===== src/rtl/sensor_ring_bearing_and_range_top_macros.svh =====
// Assertion macros used by the sensor ring bearing and range top level.
// Each macro expects a clock i_clk and an active-low reset i_rst_n in scope.
`ifndef SENSOR_RING_BEARING_AND_RANGE_TOP_MACROS_SVH
`define SENSOR_RING_BEARING_AND_RANGE_TOP_MACROS_SVH

// Same-cycle implication.
`define SRBR_ASSERT_NOW(lbl, ante, cons) \
    lbl: assert property (@(posedge i_clk) disable iff (!i_rst_n) (ante) |-> (cons)) \
        else $error("same-cycle check failed");

// Next-cycle implication.
`define SRBR_ASSERT_NEXT(lbl, ante, cons) \
    lbl: assert property (@(posedge i_clk) disable iff (!i_rst_n) (ante) |=> (cons)) \
        else $error("next-cycle check failed");

`endif


===== src/rtl/srbr_pkg.sv =====
// Package for the sensor ring bearing and range block: constants, tables, types.
// No dependencies; the interface, CORDIC and top files use it by scoped names.
`default_nettype none

package srbr_pkg;

    // Configuration register indexes.
    localparam logic [1:0] CFG_LEVEL = 2'd0;
    localparam logic [1:0] CFG_SIDE  = 2'd1;
    localparam int unsigned CFG_IDX_W = 2;

    localparam int unsigned LEVEL_RESET = 920;
    localparam int unsigned SIDE_RESET  = 600;

    // Sensor unit directions in Q1.15, sensor 0 at 22.5 degrees.
    localparam logic signed [15:0] DIR_X [8] = '{
        16'sd12517, 16'sd30245, 16'sd30245, 16'sd12517,
        -16'sd12517, -16'sd30245, -16'sd30245, -16'sd12517
    };
    localparam logic signed [15:0] DIR_Y [8] = '{
        16'sd30245, 16'sd12517, -16'sd12517, -16'sd30245,
        -16'sd30245, -16'sd12517, 16'sd12517, 16'sd30245
    };

    // Angle accumulator: degrees times 65536.
    localparam int unsigned Z_W   = 24;
    localparam int unsigned ZC_W  = 23;
    localparam int unsigned DEG90  = 90 * 65536;
    localparam int unsigned DEG45  = 45 * 65536;
    localparam int unsigned DEG180 = 180 * 65536;

    // Inverse CORDIC gain in Q0.30, and the fractional bits dropped after it.
    localparam logic [29:0] INV_GAIN = 30'd652032874;
    localparam int unsigned GAIN_SHIFT = 45;
    localparam int unsigned LO_BITS = 17;

    // Range scaling by 7/15 through a reciprocal, and its saturation.
    localparam int unsigned RANGE_CLAMP = 2195;
    localparam logic [16:0] RECIP15 = 17'd69906;
    localparam logic [13:0] RECIP5  = 14'd13108;
    localparam logic [9:0]  CODE_MAX = 10'd1023;

    typedef struct packed {
        logic no_target;
        logic sx_neg;
        logic sy_neg;
        logic a_zero;
        logic b_zero;
        logic a_eq_b;
        logic forced;
    } t_tag;

    // atan(2^-i) in degrees times 65536, rounded.
    function automatic logic [21:0] atan_deg(input int unsigned i);
        logic [21:0] v;
        case (i)
            0:       v = 22'd2949120;
            1:       v = 22'd1740967;
            2:       v = 22'd919879;
            3:       v = 22'd466945;
            4:       v = 22'd234379;
            5:       v = 22'd117304;
            6:       v = 22'd58666;
            7:       v = 22'd29335;
            8:       v = 22'd14668;
            9:       v = 22'd7334;
            10:      v = 22'd3667;
            11:      v = 22'd1833;
            12:      v = 22'd917;
            13:      v = 22'd458;
            14:      v = 22'd229;
            15:      v = 22'd115;
            16:      v = 22'd57;
            17:      v = 22'd29;
            18:      v = 22'd14;
            19:      v = 22'd7;
            20:      v = 22'd4;
            21:      v = 22'd2;
            22:      v = 22'd1;
            default: v = 22'd0;
        endcase
        return v;
    endfunction

endpackage

`default_nettype wire


===== src/rtl/srbr_cordic.sv =====
// Pipelined vectoring CORDIC, one rotation per register stage, with a tag carried along.
// Depends on srbr_pkg for the angle table, angle width and tag type.
`default_nettype none

module srbr_cordic #(
    parameter int W     = 31,
    parameter int STEPS = 16
) (
    input  wire logic                          i_clk,
    input  wire logic                          i_rst_n,
    input  wire logic                          i_en,
    input  wire logic                          i_vld,
    input  wire logic signed [W-1:0]           i_x,
    input  wire logic signed [W-1:0]           i_y,
    input  wire srbr_pkg::t_tag                i_tag,
    output logic                               o_vld,
    output logic signed [W-1:0]                o_x,
    output logic signed [srbr_pkg::Z_W-1:0]    o_z,
    output srbr_pkg::t_tag                     o_tag
);

    logic                            r_vld [STEPS];
    logic signed [W-1:0]             r_x   [STEPS];
    logic signed [W-1:0]             r_y   [STEPS];
    logic signed [srbr_pkg::Z_W-1:0] r_z   [STEPS];
    srbr_pkg::t_tag                  r_tag [STEPS];

    for (genvar g = 0; g < STEPS; g++) begin : g_step
        localparam logic signed [srbr_pkg::Z_W-1:0] T =
            srbr_pkg::Z_W'(srbr_pkg::atan_deg(g));
        logic                            vin;
        logic signed [W-1:0]             xin, yin, xs, ys;
        logic signed [srbr_pkg::Z_W-1:0] zin;
        srbr_pkg::t_tag                  tin;
        logic signed [W-1:0]             n_x, n_y;
        logic signed [srbr_pkg::Z_W-1:0] n_z;

        if (g == 0) begin : g_head
            assign vin = i_vld;
            assign xin = i_x;
            assign yin = i_y;
            assign zin = '0;
            assign tin = i_tag;
        end else begin : g_body
            assign vin = r_vld[g-1];
            assign xin = r_x[g-1];
            assign yin = r_y[g-1];
            assign zin = r_z[g-1];
            assign tin = r_tag[g-1];
        end

        assign xs = xin >>> g;
        assign ys = yin >>> g;

        always_comb begin
            if (yin > 0) begin
                n_x = xin + ys;
                n_y = yin - xs;
                n_z = zin + T;
            end else begin
                n_x = xin - ys;
                n_y = yin + xs;
                n_z = zin - T;
            end
        end

        always_ff @(posedge i_clk) begin
            if (!i_rst_n) begin
                r_vld[g] <= 1'b0;
            end else if (i_en) begin
                r_vld[g] <= vin;
            end
            if (i_en) begin
                r_x[g]   <= n_x;
                r_y[g]   <= n_y;
                r_z[g]   <= n_z;
                r_tag[g] <= tin;
            end
        end
    end

    assign o_vld = r_vld[STEPS-1];
    assign o_x   = r_x[STEPS-1];
    assign o_z   = r_z[STEPS-1];
    assign o_tag = r_tag[STEPS-1];

endmodule

`default_nettype wire


===== config.mk =====
export PLATFORM = sky130hd
export DESIGN_NAME = srbr_cordic
export DESIGN_NICKNAME = d
export VERILOG_FILES = /design/src/rtl/sensor_ring_bearing_and_range_top_macros.svh /design/src/rtl/srbr_pkg.sv /design/src/rtl/srbr_cordic.sv
export SDC_FILE = /design/constraint.sdc
export NUM_CORES = 2
export LEC_CHECK = 0
export BUFFER_PORTS_ARGS = -buffer_cell sky130_fd_sc_hd__clkbuf_2
export CAP_MARGIN = 20
export CORE_MARGIN = 5
export CORE_UTILIZATION = 59
export DETAILED_ROUTE_END_ITERATION = 6
export PLACE_DENSITY = 0.82
export SLEW_MARGIN = 20
export SYNTH_ARGS = -nofsm -noshare
export SYNTH_HDL_FRONTEND = slang
export SYNTH_SLANG_ARGS = --single-unit

===== constraint.sdc =====
create_clock -name i_clk -period 6.4 [get_ports i_clk]
set_input_delay 0.64 -clock i_clk [delete_from_list [all_inputs] [get_ports i_clk]]
set_output_delay 0.64 -clock i_clk [all_outputs]
set_load 0.05 [all_outputs]

[Yosys cells after proc, flatten, opt, wreduce, memory -nomap -nowiden]
Memories as Yosys holds them, arrays and structs flattened.
Cells that the tools add are included.
Cells by class
  add/subtract/negate cells: 93
  multiply operators: 0
  divide/modulo/power cells: 0
  order comparisons: 16
  equal/unequal tests: 0
  shift-type cells: 0
  mux-type cells: 69
  bitwise operators: 16
  reductions and logical operators: 0
Operators by type and width (number)
  31-bit 2-to-1 mux: 32
  31-bit by 1-bit greater-than comparator with 1-bit output (second input constant): 16
  24-bit 2-to-1 mux: 16
  31-bit by 16-bit adder with 31-bit output: 2
  31-bit by 17-bit adder with 31-bit output: 2
  31-bit by 18-bit adder with 31-bit output: 2
  31-bit by 19-bit adder with 31-bit output: 2
  31-bit by 20-bit adder with 31-bit output: 2
  31-bit by 21-bit adder with 31-bit output: 2
  31-bit by 22-bit adder with 31-bit output: 2
  31-bit by 23-bit adder with 31-bit output: 2
  31-bit by 24-bit adder with 31-bit output: 2
  31-bit by 25-bit adder with 31-bit output: 2
  31-bit by 26-bit adder with 31-bit output: 2
  31-bit by 27-bit adder with 31-bit output: 2
  31-bit by 28-bit adder with 31-bit output: 2
  31-bit by 29-bit adder with 31-bit output: 2
  31-bit by 30-bit adder with 31-bit output: 2
  31-bit by 16-bit subtractor with 31-bit output: 2
  31-bit by 17-bit subtractor with 31-bit output: 2
  31-bit by 18-bit subtractor with 31-bit output: 2
  31-bit by 19-bit subtractor with 31-bit output: 2
  31-bit by 20-bit subtractor with 31-bit output: 2
  31-bit by 21-bit subtractor with 31-bit output: 2
  43 further kinds: 88
Storage, ports and cells
  register bits: 0
  latch bits: 0
  memory bits (writable): 1504
  ROM bits: 0
  bits of input ports: 73
  output and inout bits: 63
  logic and storage cells: 199
  memories kept: 5
Memory list
  r_x: words 16, width 31, rd ports 16, clocked after memory_dff 0, write ports 16, RTL line srbr_cordic.sv:23  | logic signed [W-1:0] r_x [STEPS];
  r_y: words 16, width 31, rd ports 15, clocked after memory_dff 0, write ports 16, RTL line srbr_cordic.sv:24  | logic signed [W-1:0] r_y [STEPS];
  r_z: words 16, width 24, rd ports 16, clocked after memory_dff 0, write ports 16, RTL line srbr_cordic.sv:25  | logic signed [srbr_pkg::Z_W-1:0] r_z [STEPS];
  r_tag: words 16, width 7, rd ports 16, clocked after memory_dff 0, write ports 16, RTL line srbr_cordic.sv:26  | srbr_pkg::t_tag r_tag [STEPS];
  r_vld: words 16, width 1, rd ports 16, clocked after memory_dff 0, write ports 16, RTL line srbr_cordic.sv:22  | logic r_vld [STEPS];

[Depth between registers and ports, before layout]
  word-level depth: 4
  gate-level depth with buffers: 27

[Worst setup path before layout]
OpenSTA, ideal clock, no wires.
  path kind: reg-to-reg
  start point: memory r_y[12][15], in the netlist r_y[1][139]
  end point: memory r_y[13][28], in the netlist r_y[1][183], data pin
  arrival: 6.017 ns
  required time: 6.264 ns
  setup slack: 0.247 ns
  stages on the path, launching flop included: 23
  buffers on the path: 2
  period minus slack after synthesis: 6.153 ns
  cell sequence: edfxtp_1 -> nor2_1 -> nor4b_1 -> or4b_1 -> nand4b_1 -> or2_2 -> nor2b_1 -> clkbuf_1 -> inv_1 -> clkbuf_1 -> nor2_1 -> xor2_1 -> ha_1 -> nor2b_1 -> o31a_1 -> o211ai_1 -> a21boi_0 -> a211o_1 -> or3_1 -> a311oi_1 -> o31ai_1 -> a2111oi_0 -> nand3b_1
RTL lines (RTL line)
  from (decl): srbr_cordic.sv:24

==> results.txt <==
- The flow ran to the end, but the final reports show violations.
* Failing checks: DRC
- Before antenna repair, the detailed router went through 7 iterations.
- Total number of nets in the final design: 14100
* Async set or reset register ratio after synthesis: 0%
* Type of element capturing the critical path: flip-flop
- For this run, the top clock speed supported by timing is 162 MHz.
- Summing all non-filler instances in the final layout gives an area of 0.129 mm2.
- Detailed routing inserted a total of 97300 vias.
- Final worst path period need: 6.17 ns
- Synth area leaders: edfxtp_1 (36%), ha_1 (14%), xnor2_1 (8.3%)
- Synth-to-layout area growth: 9.15%
- Setup-failing EPs final: 0
- Most frequent standard cell in the layout excluding fill and tap cells: edfxtp_1
* Routed length per placed instance: 20.8 um
* I/O pin count: 136
- The initial utilization of the core area, before any placement, comes to 59.2%.
- Fill cell total of the finished layout: 15900
- Commonest non-fill, non-tap cells in the layout: edfxtp_1 (1420), ha_1 (1290), xnor2_1 (1120), a21oi_1 (1113), nor2_1 (949)
- In the routed design, unresolved DRC markers number 6.
- Port Buffers: 134
* CP startpoint kind: flip-flop
- First-pass GRT wire length: 504000 um
- Post-Route Skew: 0.0539 ns
- Row Count: 164
- The clock reaches the later pin of the worst-skew pair after 0.87 ns.
- Worst-margin pin slew: 1.10 ns
* Crit path arrival time: 6.75 ns
- In this run the cell area of the synthesized design comes to 0.118 mm2.
* Post-route antenna net violation count: 0
* Area of all sequential standard cells: 0.0427 mm2
- The final number of hold-violating endpoints came to 0.
* Most common cell on crit path: nor3_1
* Number of buffers created by CTS: 163
* Type of the worst setup path: reg -> reg
* Pin count of the biggest net entering global routing: 196
* Share of layout cells above drive strength 1: 6.07%
* Clock root buffer: clkbuf_16
- The total overflow left after global routing is 0.
* Cell area after placement: 0.123 mm2
- During synthesis, Yosys emitted a total of 0 warnings.
- Library cell contributing the largest single delay on the critical path: o32ai_1
- The congestion estimate from routability-driven global placement came to 0.972.
* Sequential area share after synthesis: 36.2%
* CTS sink count: 1421
* Netlist cell types: 93
- Number of pins with negative max-slew slack in the final report: 0
- Counting flops and latches in the post-synthesis netlist gives 1421.
- Vertical extent of the die: 457 um
* Dominant synthesized flop cell: edfxtp_1
- Clock slew at reported path FFs: 0.06 ns
- Counting every instance in the synthesized netlist gives 12400.
* Synth top area share: 36.2%
- Final core utilization: 64.6%
* Avg Inst Size Synth: 9.54 um2
- CTS max path bufs: 3
* Dpl hpwl: 253000 um
- Yosys mapped a number of flops with a built-in enable equal to 1420.
- The die covers 0.209 mm2.
- The tool flagged a number of max-cap violations equal to 0.
* Post-Route Setup TNS: 0 ns
- End point of the critical path: r_x[1][29]$_DFFE_PP_
* Starting DRT DRC Count: 9604
* Slew margin rel.: 26.4%
- After detailed routing, the number of vias per cell comes to 6.29.
* FF-to-FF Start: r_y[0][227]$_DFFE_PP_
- Cells along the critical path: nor3_1 -> nand3b_1 -> nor3b_1 -> and2_1 -> nand2_1 -> nor3_1 -> nor2_2 -> o21ai_0 -> inv_1 -> ha_1 -> nor2b_1 -> o31a_1 -> a211oi_1 -> o32ai_1 -> a21oi_1 -> o211ai_1 -> a2111oi_0 -> buf_4 -> or4_1 -> nand4_1 -> nand4b_1
- GRT Overall Usage: 29.6%
- Total area of multi-input combinational cells: 0.0723 mm2
* Via count of the first global-routing pass: 93300
* Final worst-path cycle share: 96.5%
- Clock tree from TritonCTS: done
* Post-Syn Nets: 13800
* R2r setup slk: 0.23 ns
- On the worst path, the slowest cell contributes a delay of 0.69 ns.
- The die is 457 um wide.
- Total wirelength of the detailed-routed design: 322000 um
* Register-to-Register Path Depth: 21
- Max Fanout on Critical Path: 9
- Launching element of the worst setup path: r_y[0][227]$_DFFE_PP_
- CTS built an H-tree with a depth of 4.
* CORE AREA: 0.199 mm2
- Data required time of the worst path: 6.98 ns
- Number of antenna violations at the first check in global routing: 10
- Capture point of the worst reg-to-reg path: r_x[1][29]$_DFFE_PP_
* Most area-hungry cell type in the Yosys netlist: edfxtp_1
- The min-delay analysis places its worst path in the category in -> reg.
-- flip-flops by register name (all words and copies together) (netlist names) --
signal  count
r_tag     112
r_vld      16
r_y       465
r_z       333
r_x       495
-- metrics by stage --
step / setup WS [ns] / instances / hold WS [ns]
floorplan: 0.247 / 12400 / 0.400
global placement: -0.0880 / 15100 / 0.401
detailed placement: -0.154 / 15100 / 0.405
CTS: 0.122 / 15400 / 0.0806
global route: -0.0323 / 15500 / 0.126
finish: 0.226 / 15500 / 0.152
-- cells in the mapped netlist, drive strengths merged, types with 110 or more instances --
library cell / number
inv: 609
a21o: 480
nor4: 114
clkbuf: 196
ha: 1290
o21a: 191
o31ai: 199
or3: 115
and3: 131
o21ai: 745
a31oi: 110
nand2: 732
nor2: 957
xor2: 545
nor3: 307
edfxtp: 1420
xnor2: 1121
a21oi: 1117
o21bai: 156
nand3: 234
nand2b: 197
a211oi: 114
nor2b: 209
-- critical path: cells and delay by family, from the launching register on --
kind	cells	cell delay, ns
compound gates	7	2.21
fa+ha+maj	1	0.29
buf+inv	2	0.30
flops	1	0.50
simple gates	11	2.59
-- final cells by class --
class,count,share of cell area [%]
Antenna cell,2,0.00389
Clock buffer,191,3.25
Clock inverter,107,1.04
Inverter,614,1.80
Multi-Input combinational cell,10100,56.2
Sequential cell,1421,33.2
Tap cell,2656,2.58
Timing Repair Buffer,361,2.00
-- repair_timing --
| item | in CTS | in global routing |
|---|---|---|
| hold buffers | 7 | 0 |
| endpoints found under the setup margin | 4 | 81 |
| endpoints found under the hold margin | 7 | 0 |
| resized for setup | 2 | 35 |
| pin swaps | 0 | 2 |
| buffers inserted | 0 | 4 |
-- worst min path at each step --
stage                     cells past startpoint  slack [ns]                endpoint                   start
after detailed placement                      0        0.40  r_tag[0][10]$_DFFE_PP_   r_tag[0][3]$_DFFE_PP_
after global routing                          2        0.13   r_vld[0][0]$_DFFE_PP_                   i_vld
after CTS                                     2        0.08   r_vld[0][0]$_DFFE_PP_                   i_vld
final                                         2        0.15   r_vld[0][0]$_DFFE_PP_                   i_vld
after global placement                        0        0.40  r_tag[1][24]$_DFFE_PP_  r_tag[1][17]$_DFFE_PP_
after floorplan                               0        0.40  r_tag[0][10]$_DFFE_PP_   r_tag[0][3]$_DFFE_PP_
-- metal layers --
| metal | GRT usage [%] | vias to the layer above | routed length (um) | part of all wire [%] |
|---|---|---|---|---|
| met1 | 40.9 | 46200 | 141000 | 44 |
| li1 | - | 46500 | - | - |
| met5 | 0 | - | 0 | 0 |
| met2 | 47.8 | 3819 | 146000 | 45 |
| met3 | 4.48 | 681 | 23800 | 7.4 |
| met4 | 10.0 | 0 | 11200 | 3.5 |
-- kinds of logic (layout without fill, tap and decap cells) --
logic type      count (synthesis)  count (layout)  share of synthesized area [%]
buf+inv                       834            1273                           2.67
fa+ha+maj                    1334            1334                           14.4
compound gates               3668            3668                           19.8
flops                        1421            1421                           36.2
simple gates                 3406            3406                           14.2
other cells                     1               3                        0.00318
mux                            28              28                          0.248
xor+xnor                     1666            1666                           12.4
Power is left out: the tool's default activity adds up to more than one toggle a clock period on the data nets, which glitch-free logic cannot reach.
